## src/rotation_matrix_to_quaternion_assert.svh

```systemverilog
// Assertion macros shared by the rotation matrix to quaternion block
`ifndef ROTATION_MATRIX_TO_QUATERNION_ASSERT_SVH
`define ROTATION_MATRIX_TO_QUATERNION_ASSERT_SVH

// same-cycle implication
`define RMQ_ASSERT_IMP(label, clk, rst_n, pre, post) \
    label: assert property (@(posedge clk) disable iff (!rst_n) (pre) |-> (post)) \
        else $error("rmq assertion failed");

// next-cycle implication
`define RMQ_ASSERT_NXT(label, clk, rst_n, pre, post) \
    label: assert property (@(posedge clk) disable iff (!rst_n) (pre) |=> (post)) \
        else $error("rmq assertion failed");

`endif

```

## src/rmq_pkg.sv

```systemverilog
`timescale 1ns / 1ps
package rmq_pkg;

    localparam logic [1:0] PATH_TRACE = 2'd0;
    localparam logic [1:0] PATH_X     = 2'd1;
    localparam logic [1:0] PATH_Y     = 2'd2;
    localparam logic [1:0] PATH_Z     = 2'd3;

    localparam logic signed [15:0] Q_MAX = 16'sh7fff;
    localparam logic signed [15:0] Q_MIN = 16'sh8000;

    // numerators per component (x, y, z, w), dominant one-hot, branch
    typedef struct packed {
        logic [3:0][17:0] num;
        logic [3:0]       dom;
        logic [1:0]       path;
    } rmq_side_t;

endpackage

```

## src/rmq_sqrt.sv

```systemverilog
`timescale 1ns / 1ps
module rmq_sqrt #(
    parameter int FRAC_BITS = 14,
    parameter int RW        = 20,
    parameter int SW        = 18
) (
    input  logic                 clk,
    input  logic                 rst_n,
    input  logic                 en,
    input  logic                 in_valid,
    input  logic signed [RW-1:0] in_r,
    input  rmq_pkg::rmq_side_t   in_side,
    output logic                 out_valid,
    output logic [SW:0]          out_s,
    output rmq_pkg::rmq_side_t   out_side
);
    import rmq_pkg::*;

    localparam int NWE = 2 * SW;
    localparam int RMW = SW + 3;

    logic [NWE-1:0] n_in;
    logic [NWE-1:0] n_cur    [0:SW-1];
    logic [RMW-1:0] rem_cur  [0:SW-1];
    logic [SW-1:0]  root_cur [0:SW-1];
    logic           v_cur    [0:SW-1];
    rmq_side_t      side_cur [0:SW-1];

    logic [NWE-1:0] n_reg    [1:SW];
    logic [RMW-1:0] rem_reg  [1:SW];
    logic [SW-1:0]  root_reg [1:SW];
    logic           v_reg    [1:SW];
    rmq_side_t      side_reg [1:SW];

    logic           v_out_reg;
    logic [SW:0]    s_reg;
    rmq_side_t      side_out_reg;

    // non-positive radicand gives s = 0
    assign n_in = (in_r > 0) ? (NWE'($unsigned(in_r)) << (FRAC_BITS + 2)) : '0;

    for (genvar i = 0; i < SW; i++)
    begin : g_step
        logic [RMW-1:0] rem_t, trial;
        logic           take;

        if (i == 0)
        begin : g_first
            assign n_cur[i]    = n_in;
            assign rem_cur[i]  = '0;
            assign root_cur[i] = '0;
            assign v_cur[i]    = in_valid;
            assign side_cur[i] = in_side;
        end
        else
        begin : g_next
            assign n_cur[i]    = n_reg[i];
            assign rem_cur[i]  = rem_reg[i];
            assign root_cur[i] = root_reg[i];
            assign v_cur[i]    = v_reg[i];
            assign side_cur[i] = side_reg[i];
        end

        assign rem_t = {rem_cur[i][RMW-3:0], n_cur[i][2*(SW-1-i)+1 -: 2]};
        assign trial = RMW'({root_cur[i], 2'b01});
        assign take  = rem_t >= trial;

        always_ff @(posedge clk or negedge rst_n)
        begin
            if (!rst_n)
                v_reg[i+1] <= 1'b0;
            else if (en)
                v_reg[i+1] <= v_cur[i];
        end

        always_ff @(posedge clk)
        begin
            if (en)
            begin
                n_reg[i+1]    <= n_cur[i];
                rem_reg[i+1]  <= take ? rem_t - trial : rem_t;
                root_reg[i+1] <= {root_cur[i][SW-2:0], take};
                side_reg[i+1] <= side_cur[i];
            end
        end
    end

    always_ff @(posedge clk or negedge rst_n)
    begin
        if (!rst_n)
            v_out_reg <= 1'b0;
        else if (en)
            v_out_reg <= v_reg[SW];
    end

    always_ff @(posedge clk)
    begin
        if (en)
        begin
            s_reg <= (rem_reg[SW] > RMW'(root_reg[SW])) ?
                     (SW+1)'(root_reg[SW]) + 1'b1 : (SW+1)'(root_reg[SW]);
            side_out_reg <= side_reg[SW];
        end
    end

    assign out_valid = v_out_reg;
    assign out_s     = s_reg;
    assign out_side  = side_out_reg;
endmodule

```

## config.mk

```make
export PLATFORM = sky130hd
export DESIGN_NAME = rmq_sqrt
export DESIGN_NICKNAME = d
export VERILOG_FILES = /design/src/rotation_matrix_to_quaternion_assert.svh /design/src/rmq_pkg.sv /design/src/rmq_sqrt.sv
export SDC_FILE = /design/constraint.sdc
export NUM_CORES = 2
export LEC_CHECK = 0
export ABC_AREA = 1
export BUFFER_PORTS_ARGS = -buffer_cell sky130_fd_sc_hd__buf_2
export CORE_UTILIZATION = 55
export CTS_CLUSTER_SIZE = 8
export DETAILED_ROUTE_END_ITERATION = 8
export PLACE_DENSITY = 0.72
export SLEW_MARGIN = 15
export SYNTH_ARGS = -nofsm -noshare
export SYNTH_HDL_FRONTEND = slang
export SYNTH_SLANG_ARGS = --single-unit
```

## constraint.sdc

```tcl
create_clock -name clk -period 2.73 [get_ports clk]
set_clock_uncertainty 0.05 [all_clocks]
set_input_delay 0.546 -clock clk [delete_from_list [all_inputs] [get_ports clk]]
set_output_delay 0.546 -clock clk [all_outputs]
set_load 0.02 [all_outputs]
```

* Yosys cells after proc, flatten, opt, wreduce, memory -nomap -nowiden
Memory sizes are Yosys's and may differ from the RTL's. A register that Yosys moved wholly into a read port is not among the register bits.
Index checks and enable logic that the tools add are counted.
** Storage, ports and cells
- Word-level logic and storage cells :: 86
- Latch bits :: 0
- Bits in writable memories :: 2754
- Bits of input ports :: 102
- Register bits :: 38
- Bits in read-only memories :: 0
- Memories :: 4
** Cells by class
- Equality and inequality tests :: 0
- Mux-type cells :: 22
- Reductions and logical operators :: 0
- Add/sub/neg operators :: 19
- $lt $le $gt $ge :: 20
- Multipliers :: 0
- Div/mod/pow operators :: 0
- Bitwise gates (word level) :: 0
- Shift operators :: 0
** Memories
- side_reg :: words 18, width 78, rd ports 18, clocked after Yosys merged registers in 1, write ports 18, RTL line rmq_sqrt.sv:33 : rmq_side_t side_reg [1:SW];
- n_reg :: words 18, width 36, rd ports 17, clocked after Yosys merged registers in 0, write ports 18, RTL line rmq_sqrt.sv:29 : logic [NWE-1:0] n_reg [1:SW];
- rem_reg :: words 18, width 21, rd ports 18, clocked after Yosys merged registers in 0, write ports 18, RTL line rmq_sqrt.sv:30 : logic [RMW-1:0] rem_reg [1:SW];
- root_reg :: words 18, width 18, rd ports 18, clocked after Yosys merged registers in 0, write ports 18, RTL line rmq_sqrt.sv:31 : logic [SW-1:0] root_reg [1:SW];
** Operators by type and width (count)
- $mux W21 :: 18
- $ge A21 B20 Y1 :: 17
- $sub A21 B20 Y21 :: 17
- $mux W36 :: 1
- $gt A21 B18 Y1 :: 1
- $gt A20 B1 Y1 const B :: 1
- $add A18 B1 Y19 const B :: 1
- $mux W18 :: 1
- $sub A2 B1 Y3 const B :: 1
- $ge A2 B1 Y1 const B :: 1
- $mux W1 :: 2

* Longest topological paths before layout
- Depth in word-level cells :: 4
- Depth in mapped cells :: 14
- Gate-level depth less buffers :: 14

* Worst setup path before layout
No wires, ideal clock.
- Kind :: register to register
- Start point :: reg, netlist name rem_reg[0][231]
- End point :: reg, netlist name rem_reg[0][268]
- Arrival :: 1.732 ns
- Slack :: 0.692 ns
- Required time :: 2.424 ns
- Path buffers :: 0
- Stages on the path, launching flop included :: 9
- Cell sequence :: edfxtp_1 -> ha_1 -> fa_1 -> nand3_1 -> nand2_1 -> a21oi_1 -> nor2_1 -> o21ai_0 -> nand2_1

==> insert_results.sql <==
INSERT INTO impl_metrics (metric_group, metric, value, unit) VALUES
('run_status', 'outcome', 'complete, no violations', ''),
('run', 'max_cap_violations', '0', ''),
('cts', 'clock_sink_count', '2095', ''),
('cts', 'worst_setup_hold_path_clk_slew', '50', 'ps'),
('layout', 'insertedDiodeCount', '0', ''),
('sta', 'timing.final.crit_period', '2480', 'ps'),
('critical_path', 'endpoint_arrival_time_on_the_critical_path', '3010', 'ps'),
('route', 'routed_len_inst', '18.2', 'µm'),
('sta', 'actual_transition_at_the_worst_max_transition_pin', '651', 'ps'),
('synth', 'synth-seq-cells', '2095', ''),
('route', 'wl_met3', '6.60', 'mm'),
('route', 'post_drt_via_cell_ratio', '5.18', ''),
('synth', 'synth_edf_count', '2076', ''),
('floorplan', 'floorplan.die.width', '386', 'µm'),
('critical_path', 'worst_setup_path_start_kind', 'flop', ''),
('place', 'port-buffer-count', '199', ''),
('global_route', 'grt_first_pass_wirelength', '237', 'mm'),
('layout', 'utilization_after_layout', '0.648', ''),
('synth', 'syn_inst', '5740', ''),
('cts', 'cts.hold.buffers_added', '101', ''),
('synth', 'total_of_warnings_raised_by_yosys', '0', ''),
('global_route', 'grt_max_degree', '96', ''),
('place', 'dp_hpwl', '96.6', 'mm'),
('floorplan', 'cell_rows', '140', ''),
('critical_path', 'cpLargestDelayFamily', 'simple AND/OR/NAND/NOR gates', ''),
('synth', 'synth_most_common_cell', 'sky130_fd_sc_hd__edfxtp_1', ''),
('route', 'route.detailed.drc', '0', ''),
('route', 'top_signal_layer_used', 'met4', ''),
('critical_path', 'critical_path_max_stage_delay', '410', 'ps'),
('sta', 'worst_slew_margin_rel', '0.566', ''),
('sta', 'setup-violations-final', '0', ''),
('power_and_ir_drop', 'pwr-share-seq', '0.496', ''),
('floorplan', 'start_util', '0.556', ''),
('critical_path', 'critical_path.cell_chain', 'ha_1 > a21oi_1 > nand2_1 > nand2_1 > nand2_1 > nand2_1 > nand2_2 > nor2_4 > inv_2 > nand2_1 > inv_1', ''),
('power_and_ir_drop', 'total_power', '80.0', 'mW'),
('floorplan', 'die_y', '386', 'µm'),
('synth', 'yosys-top-cells-area', 'sky130_fd_sc_hd__edfxtp_1 77%, sky130_fd_sc_hd__nand2_1 5.8%, sky130_fd_sc_hd__inv_1 3.1%', ''),
('critical_path', 'critical_register_to_register_path_startpoint', 'rem_reg[0][105]', ''),
('place', 'dp_worst_setup_slack', '282', 'ps'),
('synth', 'yosys_most_used_dff', 'sky130_fd_sc_hd__edfxtp_1', ''),
('critical_path', 'crit_buf_inv', '2', ''),
('critical_path', 'setup.worst_path.class', 'reg -> reg', ''),
('sta', 'fin_worst_hold_slack', '130', 'ps'),
('global_route', 'globalRoute.totalOverflow', '0', ''),
('layout', 'flow.area_growth_from_synthesis', '16.6', '%'),
('synth', 'syn_avg_cell_area', '14.1', 'µm²'),
('synth', 'largest_area_contributor_in_the_netlist', 'sky130_fd_sc_hd__edfxtp_1', ''),
('cts', 'cts.htree.levels', '5', ''),
('sta', 'timing.final.ws_setup', '249', 'ps'),
('cts', 'cts_buf_count', '313', ''),
('cts', 'cts_root_buffer', 'sky130_fd_sc_hd__clkbuf_16', ''),
('cts', 'max-clock-path-buffers', '4', ''),
('synth', 'fraction_of_registers_with_async_set_or_reset_after_synthesis', '0.00907', ''),
('global_route', 'grt_pass1_vias', '43900', ''),
('floorplan', 'fp.coreArea', '0.146', 'mm²'),
('sta', 'hold_viol_final', '0', ''),
('floorplan', 'dieArea', '0.149', 'mm²'),
('sta', 'max_freq', '0.403', 'GHz'),
('critical_path', 'crit_path_end_kind', 'flop', ''),
('synth', 'ys_types', '56', ''),
('power_and_ir_drop', 'netSwitchingPower', '18.7', 'mW'),
('min_path', 'hold_path_class', 'in -> async', ''),
('synth', 'post_synth_most_frequent_cells', '2076 x sky130_fd_sc_hd__edfxtp_1, 1250 x sky130_fd_sc_hd__nand2_1, 669 x sky130_fd_sc_hd__inv_1, 367 x sky130_fd_sc_hd__nor2_1, 341 x sky130_fd_sc_hd__nand3_1', ''),
('critical_path', 'critPathRequiredTime', '3260', 'ps'),
('power_and_ir_drop', 'switching_share', '0.233', ''),
('synth', 'seq_area_frac_synth', '0.775', ''),
('critical_path', 'timing.critical_path.from', 'rem_reg[0][105]', ''),
('route', 'routed-via-count', '43500', ''),
('route', 'detailedRoute.firstPassIterationCount', '8', ''),
('power_and_ir_drop', 'internal_power', '61.4', 'mW'),
('power_and_ir_drop', 'peakVddDrop', '0.000655', 'V');
==> cell families after synthesis <==
| family | after synthesis | synth area share |
|---|---|---|
| buffers and inverters | 731 | 0.0361 |
| multiplexers | 1 | 0.000139 |
| AO/OA/AOI/OAI | 377 | 0.0256 |
| adder cells (fa/ha/maj) | 203 | 0.0321 |
| AND/OR/NAND/NOR | 2193 | 0.116 |
| flip-flops | 2095 | 0.775 |
| other | 1 | 0.0000463 |
| XOR/XNOR | 139 | 0.0150 |
==> power by group through the flow <==
stage | clock network [mW] | registers, mW | logic [mW]
after detailed placement | 0 | 40.2 | 7.45
after global routing | 34.9 | 39.9 | 8.62
after floorplan | 0 | 39.8 | 4.84
final | 32.8 | 39.7 | 7.58
after global placement | 0 | 40.1 | 7.39
after CTS | 33.6 | 39.7 | 7.62
==> metal layers <==
metal,GRT usage,vias up
li1,-,21300
met1,0.268,20800
met2,0.351,1028
met3,0.0349,279
met4,0.0722,0
met5,0,-
==> placed cells by master (no fill, tap or decap), types with 20 or more instances in the layout <==
cell type                       instances
sky130_fd_sc_hd__o21ai_1               38
sky130_fd_sc_hd__buf_12                32
sky130_fd_sc_hd__buf_2                198
sky130_fd_sc_hd__nand4_1               67
sky130_fd_sc_hd__nor3_1                37
sky130_fd_sc_hd__nand2_1             1250
sky130_fd_sc_hd__nand3b_1              38
sky130_fd_sc_hd__ha_1                 195
sky130_fd_sc_hd__o21ai_0              114
sky130_fd_sc_hd__nor2_1               367
sky130_fd_sc_hd__inv_1                669
sky130_fd_sc_hd__nand3_1              341
sky130_fd_sc_hd__a21oi_1              167
sky130_fd_sc_hd__nor2_2                20
sky130_fd_sc_hd__xor2_1                93
sky130_fd_sc_hd__clkbuf_16            316
sky130_fd_sc_hd__edfxtp_1            2076
sky130_fd_sc_hd__nand2_2               20
sky130_fd_sc_hd__dlygate4sd3_1        101
sky130_fd_sc_hd__xnor2_1               46
sky130_fd_sc_hd__buf_4                 88
==> final cells by class <==
cell class / instances / area [µm²]
well taps: 1917 / 2400
flip-flops and latches: 2095 / 62800
multi-input cells: 2916 / 15300
fillers: 10400 / 51400
repair buffers: 419 / 3300
clock inverters: 15 / 134
clock buffers: 335 / 7980
inverters: 688 / 2590
==> metrics by stage <==
step,instance area [µm²],instances
floorplan,81100,5742
finish,94600,8385
global route,94600,8385
global placement,85400,7934
detailed placement,85400,7934
CTS,94600,8385
==> worst register-to-register path, cell delays in order (launching register included) <==
cell and delay [ps]:
sky130_fd_sc_hd__edfxtp_1 410, sky130_fd_sc_hd__ha_1 400, sky130_fd_sc_hd__a21oi_1 180, sky130_fd_sc_hd__nand2_1 120, sky130_fd_sc_hd__nand2_1 90, sky130_fd_sc_hd__nand2_1 90
sky130_fd_sc_hd__nand2_1 100, sky130_fd_sc_hd__nand2_2 90, sky130_fd_sc_hd__nor2_4 360, sky130_fd_sc_hd__inv_2 150, sky130_fd_sc_hd__nand2_1 110, sky130_fd_sc_hd__inv_1 40
==> final timing paths <==
path | cells after the start | endpoint
worst max-delay path | 11 | rem_reg[0][137]
worst min-delay path | 2 | v_cur[0]
worst max register to register | 11 | rem_reg[0][137]
worst min register to register | 0 | side_reg[8][16]
max in group asynchronous | 2 | v_cur[8]
min in group clk | 0 | side_reg[8][16]
Note: power is estimated with default switching activity, not from simulation.
